`src/rtl/core/rhcs_pkg.sv`:
```
`timescale 1ns / 1ps
// ----------------------------------------------------------------------------
// RTP header check and strip package
// Shared types and constants for the RTP fixed-header checker.
// ----------------------------------------------------------------------------
package rhcs_pkg;

    localparam int unsigned DATA_W     = 8;
    localparam int unsigned PT_W       = 7;
    localparam int unsigned POS_W      = 4;
    localparam int unsigned SEQ_W      = 16;
    localparam int unsigned SRC_W      = 32;
    localparam int unsigned APB_DATA_W = 32;
    localparam int unsigned APB_ADDR_W = 3;

    localparam logic [POS_W-1:0] POS_VERSION    = 4'd0;
    localparam logic [POS_W-1:0] POS_PTYPE      = 4'd1;
    localparam logic [POS_W-1:0] POS_SEQ_HI     = 4'd2;
    localparam logic [POS_W-1:0] POS_SEQ_LO     = 4'd3;
    localparam logic [POS_W-1:0] POS_SSRC_FIRST = 4'd8;
    localparam logic [POS_W-1:0] POS_SSRC_LAST  = 4'd11;
    localparam logic [POS_W-1:0] HDR_LAST       = 4'd11;
    localparam logic [POS_W-1:0] HDR_BYTES      = 4'd12;

    localparam logic [1:0]        RTP_VERSION  = 2'd2;
    localparam logic [DATA_W-1:0] VERSION_MASK = 8'hC0;
    localparam logic [DATA_W-1:0] PT_MASK      = 8'h7F;

    localparam int unsigned QDEPTH  = 4;
    localparam int unsigned QPTR_W  = $clog2(QDEPTH);
    localparam int unsigned QCOUNT_W = $clog2(QDEPTH + 1);

    localparam logic REG_EXPECTED_PT = 1'b0;

    typedef enum logic [2:0] {
        ST_OK      = 3'd0,
        ST_VERSION = 3'd1,
        ST_PTYPE   = 3'd2,
        ST_SEQGAP  = 3'd3,
        ST_SSRC    = 3'd4,
        ST_SHORT   = 3'd5
    } status_t;

    typedef struct packed {
        logic [DATA_W-1:0] payload_byte;
        logic              payload_present;
        logic              packet_done;
        status_t           packet_status;
    } item_t;

    typedef struct packed {
        logic full;
        logic empty;
    } queue_status_t;

endpackage

```
`src/rtl/core/rhcs_if.sv`:
```
`timescale 1ns / 1ps
// ----------------------------------------------------------------------------
// RTP header check and strip channels
// Valid/ready channels for packet bytes in and results out.
// ----------------------------------------------------------------------------
interface rhcs_in_if;
    logic                           valid;
    logic                           ready;
    logic [rhcs_pkg::DATA_W-1:0]    data_byte;
    logic                           end_of_packet;

    modport source (output valid, output data_byte, output end_of_packet, input ready);
    modport sink (input valid, input data_byte, input end_of_packet, output ready);
endinterface

interface rhcs_out_if;
    logic                           valid;
    logic                           ready;
    logic [rhcs_pkg::DATA_W-1:0]    payload_byte;
    logic                           payload_present;
    logic                           packet_done;
    logic [2:0]                     packet_status;

    modport source (output valid, output payload_byte, output payload_present,
                    output packet_done, output packet_status, input ready);
    modport sink (input valid, input payload_byte, input payload_present,
                  input packet_done, input packet_status, output ready);
endinterface

```
`src/rtl/core/rtp_header_check_and_strip.sv`:
```
`timescale 1ns / 1ps
// A result passes through the queue and then the output register to the output channel.
// Throughput: one byte per cycle unless the queue is full; header checks are combinational.
// A four-entry queue and the output register absorb output stalls independently.
// Reset: rst_n is asynchronous and active low; it clears the header and stream state,
// empties the queue and sets expected_payload_type to zero.
// ----------------------------------------------------------------------------
// RTP header check and strip
// Checks the RTP fixed header of each packet and passes payload of valid ones.
// ----------------------------------------------------------------------------
module rtp_header_check_and_strip
(
    input  logic                                clk,
    input  logic                                rst_n,
    rhcs_in_if.sink                             in_ch,
    rhcs_out_if.source                          out_ch,
    input  logic                                psel,
    input  logic                                penable,
    input  logic                                pwrite,
    input  logic [rhcs_pkg::APB_ADDR_W-1:0]     paddr,
    input  logic [rhcs_pkg::APB_DATA_W-1:0]     pwdata,
    output logic [rhcs_pkg::APB_DATA_W-1:0]     prdata,
    output logic                                pready
);

    logic [rhcs_pkg::PT_W-1:0] expected_pt_reg;
    rhcs_pkg::queue_status_t   queue_status;
    rhcs_pkg::item_t           push_item;
    rhcs_pkg::item_t           pop_item;
    logic                      push;
    logic                      pop;

    assign pready = 1'b1;

    always_comb
    begin
        prdata = '0;
        if (paddr[2] == rhcs_pkg::REG_EXPECTED_PT)
        begin
            prdata = {{(rhcs_pkg::APB_DATA_W - rhcs_pkg::PT_W){1'b0}}, expected_pt_reg};
        end
    end

    always_ff @(posedge clk or negedge rst_n)
    begin
        if (!rst_n)
        begin
            expected_pt_reg <= '0;
        end
        else if (psel && penable && pwrite && pready &&
                 (paddr[2] == rhcs_pkg::REG_EXPECTED_PT))
        begin
            expected_pt_reg <= pwdata[rhcs_pkg::PT_W-1:0];
        end
    end

    rhcs_front u_front
    (
        .clk                   (clk),
        .rst_n                 (rst_n),
        .in_ch                 (in_ch),
        .expected_payload_type (expected_pt_reg),
        .queue_status          (queue_status),
        .push                  (push),
        .push_item             (push_item)
    );

    rhcs_queue u_queue
    (
        .clk          (clk),
        .rst_n        (rst_n),
        .push         (push),
        .push_item    (push_item),
        .pop          (pop),
        .pop_item     (pop_item),
        .queue_status (queue_status)
    );

    rhcs_back u_back
    (
        .clk          (clk),
        .rst_n        (rst_n),
        .queue_status (queue_status),
        .pop_item     (pop_item),
        .pop          (pop),
        .out_ch       (out_ch)
    );

endmodule

```
`src/rtl/core/rhcs_front.sv`:
```
`timescale 1ns / 1ps
// ----------------------------------------------------------------------------
// RTP header check front end
// Accepts packet bytes, checks the fixed header and queues result items.
// ----------------------------------------------------------------------------
module rhcs_front
(
    input  logic                            clk,
    input  logic                            rst_n,
    rhcs_in_if.sink                         in_ch,
    input  logic [rhcs_pkg::PT_W-1:0]       expected_payload_type,
    input  rhcs_pkg::queue_status_t         queue_status,
    output logic                            push,
    output rhcs_pkg::item_t                 push_item
);

    logic [rhcs_pkg::POS_W-1:0] pos_reg, pos_next;
    rhcs_pkg::status_t          verdict_reg, verdict_next;
    logic [rhcs_pkg::SEQ_W-1:0] cap_seq_reg, cap_seq_next;
    logic [rhcs_pkg::SRC_W-1:0] cap_src_reg, cap_src_next;
    logic [rhcs_pkg::SEQ_W-1:0] prev_seq_reg, prev_seq_next;
    logic [rhcs_pkg::SRC_W-1:0] locked_src_reg, locked_src_next;
    logic                       locked_reg, locked_next;
    logic                       accept;
    logic                       present;
    logic [rhcs_pkg::DATA_W-1:0] b;

    assign in_ch.ready = !queue_status.full;
    assign accept      = in_ch.valid && in_ch.ready;
    assign b           = in_ch.data_byte;

    always_comb
    begin
        pos_next        = pos_reg;
        verdict_next    = verdict_reg;
        cap_seq_next    = cap_seq_reg;
        cap_src_next    = cap_src_reg;
        prev_seq_next   = prev_seq_reg;
        locked_src_next = locked_src_reg;
        locked_next     = locked_reg;
        present         = 1'b0;

        if (pos_reg >= rhcs_pkg::HDR_BYTES)
        begin
            present = (verdict_reg == rhcs_pkg::ST_OK);
        end
        else
        begin
            unique case (pos_reg) inside
                rhcs_pkg::POS_VERSION:
                begin
                    verdict_next = (((b & rhcs_pkg::VERSION_MASK) >> 6) ==
                                    {6'd0, rhcs_pkg::RTP_VERSION})
                                   ? rhcs_pkg::ST_OK : rhcs_pkg::ST_VERSION;
                end
                rhcs_pkg::POS_PTYPE:
                begin
                    if ((verdict_reg == rhcs_pkg::ST_OK) &&
                        ((b & rhcs_pkg::PT_MASK) != {1'b0, expected_payload_type}))
                    begin
                        verdict_next = rhcs_pkg::ST_PTYPE;
                    end
                end
                rhcs_pkg::POS_SEQ_HI:
                begin
                    cap_seq_next = {b, cap_seq_reg[7:0]};
                end
                rhcs_pkg::POS_SEQ_LO:
                begin
                    cap_seq_next = {cap_seq_reg[15:8], b};
                end
                [rhcs_pkg::POS_SSRC_FIRST:rhcs_pkg::POS_SSRC_LAST]:
                begin
                    cap_src_next = {cap_src_reg[23:0], b};
                end
                default:
                begin
                end
            endcase

            if ((pos_reg == rhcs_pkg::HDR_LAST) && (verdict_next == rhcs_pkg::ST_OK))
            begin
                if (!locked_reg)
                begin
                    prev_seq_next   = cap_seq_next;
                    locked_src_next = cap_src_next;
                    locked_next     = 1'b1;
                end
                else
                begin
                    prev_seq_next = cap_seq_next;
                    if (cap_seq_next != (prev_seq_reg + 16'd1))
                    begin
                        verdict_next = rhcs_pkg::ST_SEQGAP;
                    end
                    else if (cap_src_next != locked_src_reg)
                    begin
                        verdict_next = rhcs_pkg::ST_SSRC;
                    end
                end
            end
            pos_next = pos_reg + 4'd1;
        end

        push_item.payload_byte    = present ? b : '0;
        push_item.payload_present = present;
        push_item.packet_done     = in_ch.end_of_packet;
        push_item.packet_status   = rhcs_pkg::ST_OK;
        if (in_ch.end_of_packet)
        begin
            push_item.packet_status = (pos_reg < rhcs_pkg::HDR_LAST)
                                      ? rhcs_pkg::ST_SHORT : verdict_next;
            pos_next     = '0;
            verdict_next = rhcs_pkg::ST_OK;
        end
    end

    assign push = accept && (present || in_ch.end_of_packet);

    always_ff @(posedge clk or negedge rst_n)
    begin
        if (!rst_n)
        begin
            pos_reg        <= '0;
            verdict_reg    <= rhcs_pkg::ST_OK;
            cap_seq_reg    <= '0;
            cap_src_reg    <= '0;
            prev_seq_reg   <= '0;
            locked_src_reg <= '0;
            locked_reg     <= 1'b0;
        end
        else if (accept)
        begin
            pos_reg        <= pos_next;
            verdict_reg    <= verdict_next;
            cap_seq_reg    <= cap_seq_next;
            cap_src_reg    <= cap_src_next;
            prev_seq_reg   <= prev_seq_next;
            locked_src_reg <= locked_src_next;
            locked_reg     <= locked_next;
        end
    end

endmodule

```
`src/rtl/core/rhcs_queue.sv`:
```
`timescale 1ns / 1ps
// ----------------------------------------------------------------------------
// RTP header check result queue
// Small FIFO that decouples the header checker from the output stage.
// ----------------------------------------------------------------------------
module rhcs_queue
(
    input  logic                    clk,
    input  logic                    rst_n,
    input  logic                    push,
    input  rhcs_pkg::item_t         push_item,
    input  logic                    pop,
    output rhcs_pkg::item_t         pop_item,
    output rhcs_pkg::queue_status_t queue_status
);

    rhcs_pkg::item_t                 mem [rhcs_pkg::QDEPTH];
    logic [rhcs_pkg::QPTR_W-1:0]     wr_ptr_reg;
    logic [rhcs_pkg::QPTR_W-1:0]     rd_ptr_reg;
    logic [rhcs_pkg::QCOUNT_W-1:0]   count_reg, count_next;

    assign queue_status.full  = (count_reg == rhcs_pkg::QCOUNT_W'(rhcs_pkg::QDEPTH));
    assign queue_status.empty = (count_reg == '0);
    assign pop_item           = mem[rd_ptr_reg];

    always_comb
    begin
        count_next = count_reg;
        if (push && !pop)
        begin
            count_next = count_reg + 1'b1;
        end
        else if (pop && !push)
        begin
            count_next = count_reg - 1'b1;
        end
    end

    always_ff @(posedge clk)
    begin
        if (push)
        begin
            mem[wr_ptr_reg] <= push_item;
        end
    end

    always_ff @(posedge clk or negedge rst_n)
    begin
        if (!rst_n)
        begin
            wr_ptr_reg <= '0;
            rd_ptr_reg <= '0;
            count_reg  <= '0;
        end
        else
        begin
            if (push)
            begin
                wr_ptr_reg <= wr_ptr_reg + 1'b1;
            end
            if (pop)
            begin
                rd_ptr_reg <= rd_ptr_reg + 1'b1;
            end
            count_reg <= count_next;
        end
    end

endmodule

```
`src/rtl/core/rhcs_back.sv`:
```
`timescale 1ns / 1ps
// ----------------------------------------------------------------------------
// RTP header check output stage
// Moves queued result items into the output register and onto the channel.
// ----------------------------------------------------------------------------
module rhcs_back
(
    input  logic                    clk,
    input  logic                    rst_n,
    input  rhcs_pkg::queue_status_t queue_status,
    input  rhcs_pkg::item_t         pop_item,
    output logic                    pop,
    rhcs_out_if.source              out_ch
);

    logic            out_valid_reg;
    rhcs_pkg::item_t out_item_reg;

    assign pop = !queue_status.empty && (!out_valid_reg || out_ch.ready);

    assign out_ch.valid           = out_valid_reg;
    assign out_ch.payload_byte    = out_item_reg.payload_byte;
    assign out_ch.payload_present = out_item_reg.payload_present;
    assign out_ch.packet_done     = out_item_reg.packet_done;
    assign out_ch.packet_status   = out_item_reg.packet_status;

    always_ff @(posedge clk or negedge rst_n)
    begin
        if (!rst_n)
        begin
            out_valid_reg <= 1'b0;
        end
        else if (pop)
        begin
            out_valid_reg <= 1'b1;
        end
        else if (out_ch.ready)
        begin
            out_valid_reg <= 1'b0;
        end
    end

    always_ff @(posedge clk)
    begin
        if (pop)
        begin
            out_item_reg <= pop_item;
        end
    end

endmodule

```
`src/flat_wrapper.sv`:
```
// flat-port wrapper written by rule: the top's interface ports become plain ports
module rtp_header_check_and_strip_flat 
  (clk, rst_n, psel, penable, pwrite, paddr, pwdata, prdata, pready, in_ch_valid, in_ch_data_byte, in_ch_end_of_packet, in_ch_ready, out_ch_valid, out_ch_payload_byte, out_ch_payload_present, out_ch_packet_done, out_ch_packet_status, out_ch_ready);
  rhcs_in_if in_ch_i ();
  rhcs_out_if out_ch_i ();
  input  logic clk;
  input  logic rst_n;
  input  logic psel;
  input  logic penable;
  input  logic pwrite;
  input  logic [rhcs_pkg::APB_ADDR_W-1:0] paddr;
  input  logic [rhcs_pkg::APB_DATA_W-1:0] pwdata;
  output logic [rhcs_pkg::APB_DATA_W-1:0] prdata;
  output logic pready;
  input wire logic [$bits(in_ch_i.valid)-1:0] in_ch_valid;
  input wire logic [$bits(in_ch_i.data_byte)-1:0] in_ch_data_byte;
  input wire logic [$bits(in_ch_i.end_of_packet)-1:0] in_ch_end_of_packet;
  output wire logic [$bits(in_ch_i.ready)-1:0] in_ch_ready;
  output wire logic [$bits(out_ch_i.valid)-1:0] out_ch_valid;
  output wire logic [$bits(out_ch_i.payload_byte)-1:0] out_ch_payload_byte;
  output wire logic [$bits(out_ch_i.payload_present)-1:0] out_ch_payload_present;
  output wire logic [$bits(out_ch_i.packet_done)-1:0] out_ch_packet_done;
  output wire logic [$bits(out_ch_i.packet_status)-1:0] out_ch_packet_status;
  input wire logic [$bits(out_ch_i.ready)-1:0] out_ch_ready;
  assign in_ch_i.valid = in_ch_valid;
  assign in_ch_i.data_byte = in_ch_data_byte;
  assign in_ch_i.end_of_packet = in_ch_end_of_packet;
  assign in_ch_ready = in_ch_i.ready;
  assign out_ch_valid = out_ch_i.valid;
  assign out_ch_payload_byte = out_ch_i.payload_byte;
  assign out_ch_payload_present = out_ch_i.payload_present;
  assign out_ch_packet_done = out_ch_i.packet_done;
  assign out_ch_packet_status = out_ch_i.packet_status;
  assign out_ch_i.ready = out_ch_ready;
  rtp_header_check_and_strip u_core (.clk(clk), .rst_n(rst_n), .in_ch(in_ch_i), .out_ch(out_ch_i), .psel(psel), .penable(penable), .pwrite(pwrite), .paddr(paddr), .pwdata(pwdata), .prdata(prdata), .pready(pready));
endmodule
```
`config.mk`:
```
export PLATFORM = sky130hd
export DESIGN_NAME = rtp_header_check_and_strip_flat
export DESIGN_NICKNAME = d
export VERILOG_FILES = /design/src/rtl/core/rhcs_pkg.sv /design/src/rtl/core/rhcs_if.sv /design/src/rtl/core/rtp_header_check_and_strip.sv /design/src/rtl/core/rhcs_front.sv /design/src/rtl/core/rhcs_queue.sv /design/src/rtl/core/rhcs_back.sv /design/src/flat_wrapper.sv
export SDC_FILE = /design/constraint.sdc
export NUM_CORES = 1
export LEC_CHECK = 0
export ABC_CLOCK_PERIOD_IN_PS = 3600
export BUFFER_PORTS_ARGS = -buffer_cell sky130_fd_sc_hd__buf_2
export CAP_MARGIN = 20
export CORE_UTILIZATION = 45
export DETAILED_ROUTE_END_ITERATION = 12
export SKIP_LAST_GASP = 1
export SLEW_MARGIN = 10
export SYNTH_ARGS = -nofsm -noshare
export SYNTH_HDL_FRONTEND = slang
export SYNTH_SLANG_ARGS = --single-unit
```
`constraint.sdc`:
```
create_clock -name clk -period 3.6 [get_ports clk]
set_clock_uncertainty 0.1 [all_clocks]
set_input_delay 0 -clock clk [delete_from_list [all_inputs] [get_ports clk]]
set_output_delay 0 -clock clk [all_outputs]
set_load 0.02 [all_outputs]
```
==> impl_metrics.ini <==
[critical_path]
path_common_cell = o31a_1
max_stage_delay_ns = 0.60
worst-endpoint-required_ns = 3.66
critPathSlowestCell = or4b_4
cp_max_fo = 7
path_cells = inv_1 -> ha_2 -> or4b_4 -> a22oi_2 -> mux2_2 -> a21oi_1 -> o31a_1 -> a2111oi_4 -> o21ai_1 -> o31a_1
crit_arrival_ns = 3.50
cp-end-kind = flop
worst-setup-path-type = flop to flop
critPathLaunchType = flop

[floorplan]
initial_core_util_pct = 45.8
die_h_um = 145
dieArea_um2 = 21200
core_um2 = 20200
placementRows = 52
ioPinCount = 99
die_w_um = 145

[power]
irDropWorstVdd_uv = 357
power.leakage_nw = 4.34
p_per_area_nw_per_um2 = 616

[logic_synthesis]
synth-edff-count = 65
yosys_warnings = 0
syn_inst = 832
async_flop_share_pct = 64.7
synth-xor-area-share_pct = 5.81
synth_top_family_by_area = compound AO/OA/AOI/OAI gates
synth_compound_area_share_pct = 14.8
ys_ff_latch = 184
avgSynthCellArea_um2 = 11.1
syn_area_um2 = 9260
synth-simple-area-share_pct = 11.0
ys_types = 73
synth-adder-area-share_pct = 1.57
yosysSeqAreaShare_pct = 53.2
synth.area.mux_share_pct = 7.81
synth_ff_type = dfrtp_1

[global_route]
grt_antenna_before_repair = 0
grt_pass1_vias = 6128
grt_max_degree = 67
grtUsageTotal_pct = 20.0
grt_overflow_total = 0
grt_pass1_wl_mm = 33.2

[placement]
io_buffers = 45
dp_hpwl_mm = 13.7
dp_slack_ns = 0.00364
routabilityCongestion = 0.835

[drt]
postRouteAntennaNets = 0
route.detailed.drc = 0
viasPerCell = 5.40
drtIter0Drc = 375
drt-total-wl_mm = 20.1
vias = 6347
dr.pass1.iters = 5
routedWlPerCell_um = 17.1

[cts]
clock_latency_ns = 0.43
cts_tree = built
htree_levels = 4
root_buffer = clkbuf_16
cts.reportedPaths.clkPinSlew_ns = 0.08
clock_path_buffers = 2
cts_buffers = 17
numClockSinks = 184

[sta]
fin_ws_ns = 0.169
fmax_ghz = 0.291
worst_slew_pin_slew_ns = 0.900
finalCriticalPeriod_ns = 3.43
setup_viol = 0
final_hold_viol_count = 0
rsz0062_at_grt = no
tns_ns = 0
final_max_slew_viol_count = 0
slew_headroom_pct = 40.0
period_share_pct = 95.3

[job]
maxCapViolCount = 0

[cells_and_area]
drive_gt1_share_pct = 17.1
largest_register_ffs = 52
postLayoutCoreUtil_pct = 52.3
finalNetCount = 954
syn_to_final_growth_pct = 14.3
antenna_cells = 0

[worst_hold_path]
hold_path_class = input port to flop

[run_status]
outcome = completed
-- routing by layer --
| layer | share of wire (%) | wire, µm | up-vias | track usage [%] |
|---|---|---|---|---|
| li1 | - | - | 3081 | - |
| met1 | 49 | 9870 | 3089 | 29.7 |
| met3 | 3.7 | 747 | 16 | 3.10 |
| met5 | 0 | 0 | - | 0 |
| met4 | 1.1 | 227 | 0 | 4.89 |
| met2 | 46 | 9240 | 161 | 30.6 |
-- timing repair --
item	4_1_cts	5_1_grt
resized for setup	1	4
setup endpoints to repair	4	12
hold buffers	19	0
pin swaps	0	3
hold endpoints to repair	109	0
buffers inserted	0	5
-- cell usage after synthesis, drive strengths merged (7+ instances only) --
cell,n,area [µm²]
mux2i,16,160
o221ai,7,61.3
nor3,11,55.1
nor2,40,150
nand4,7,43.8
a22oi,16,154
clkbuf,38,143
nand3,8,40.0
xnor2,24,210
inv,41,154
xor2,27,236
mux2,24,270
and2,17,106
o21ai,80,400
ha,10,125
a22o,16,140
mux4,13,293
a21oi,29,145
nor2b,8,50.1
edfxtp,65,1950
nand2,88,330
dfrtp,119,2980
buf,33,235
o22ai,10,62.6
-- critical path, delay by kind of cell, from the launching register on --
kind | cells | cell delay (ns)
multiplexers | 1 | 0.22
flip-flops | 1 | 0.39
buffers and inverters | 1 | 0.10
adder cells (fa/ha/maj) | 1 | 0.22
AND/OR/NAND/NOR | 1 | 0.60
AO/OA/AOI/OAI | 6 | 1.54
-- per-stage QoR --
step	cells	total power, mW	hold WS, ns	instance area (µm²)
4_1_cts	1170	6.55	0.0758	10500
3_3_place_gp	1119	4.56	0.0767	9720
2_1_floorplan	856	4.11	-0.396	9350
3_5_place_dp	1119	4.59	0.0878	9720
6_report	1175	6.52	0.0761	10600
5_1_grt	1175	6.87	0.112	10600
-- kinds of logic after synthesis --
| kind of cell | Yosys count |
|---|---|
| and+or+nand+nor | 211 |
| AOI/OAI and AO/OA | 204 |
| DFF | 184 |
| buffers and inverters | 112 |
| xor gates and xnor gates | 55 |
| muxes | 53 |
| adders and majority gates | 11 |
| other | 2 |
-- path summary, 6_finish.rpt --
kind | from | to | slack (ns) | cells after the start
max in group asynchronous | rst_n | u_core.u_front.locked_src_reg[31] | 2.47 | 3
setup / recovery | u_core.u_front.pos_reg[0] | u_core.u_queue.mem[1][0] | 0.17 | 10
setup reg to reg | u_core.u_front.pos_reg[0] | u_core.u_queue.mem[1][0] | 0.17 | 10
hold reg to reg | u_core.u_front.locked_src_reg[17] | u_core.u_front.locked_src_reg[17] | 0.38 | 2
hold / removal | pwrite | u_core.expected_pt_reg[2] | 0.08 | 3
min in group asynchronous | rst_n | u_core.u_queue.rd_ptr_reg[0] | 0.11 | 2
-- report_power, final --
| part | total [mW] | switching, mW | leakage [nW] | internal, mW |
|---|---|---|---|---|
| Combinational | 1.74 | 0.930 | 1.85 | 0.813 |
| Sequential | 2.84 | 0.306 | 2.19 | 2.54 |
| Clock | 1.93 | 0.923 | 0.302 | 1.01 |
| Total | 6.52 | 2.16 | 4.34 | 4.36 |
-- area by class of cell --
cell class / count / area, µm²
fill: 1792 / 9640
sequential: 184 / 4930
multi-input combinational: 560 / 3930
timing repair buffer: 88 / 623
clock buffer: 17 / 425
tap: 270 / 338
clock inverter: 15 / 195
inverter: 41 / 154
-- cell usage in the layout, fill, tap and decap left out, types with 6 or more instances in the layout --
cell / synthesis / routed
dfrtp_1: 119 / 119
nand2_1: 88 / 88
o21ai_0: 77 / 77
edfxtp_1: 65 / 65
buf_2: 5 / 44
inv_1: 41 / 41
nor2_1: 40 / 40
a21oi_1: 29 / 29
xor2_1: 27 / 27
conb_1: 2 / 26
xnor2_1: 24 / 24
mux2_2: 24 / 24
buf_4: 26 / 23
dlygate4sd3_1: 0 / 19
and2_1: 17 / 17
clkbuf_16: 0 / 17
a22o_1: 16 / 16
mux2i_1: 16 / 16
mux4_2: 13 / 13
nor3_1: 11 / 11
o22ai_1: 10 / 10
a22oi_1: 11 / 9
ha_1: 10 / 9
nand3_1: 8 / 8
nor2b_1: 8 / 7
nand4_1: 7 / 7
o221ai_1: 7 / 7
nor4_1: 6 / 6
a22oi_2: 4 / 6
a221oi_1: 6 / 6
inv_6: 0 / 6
Power figures use the tool's default switching activity.
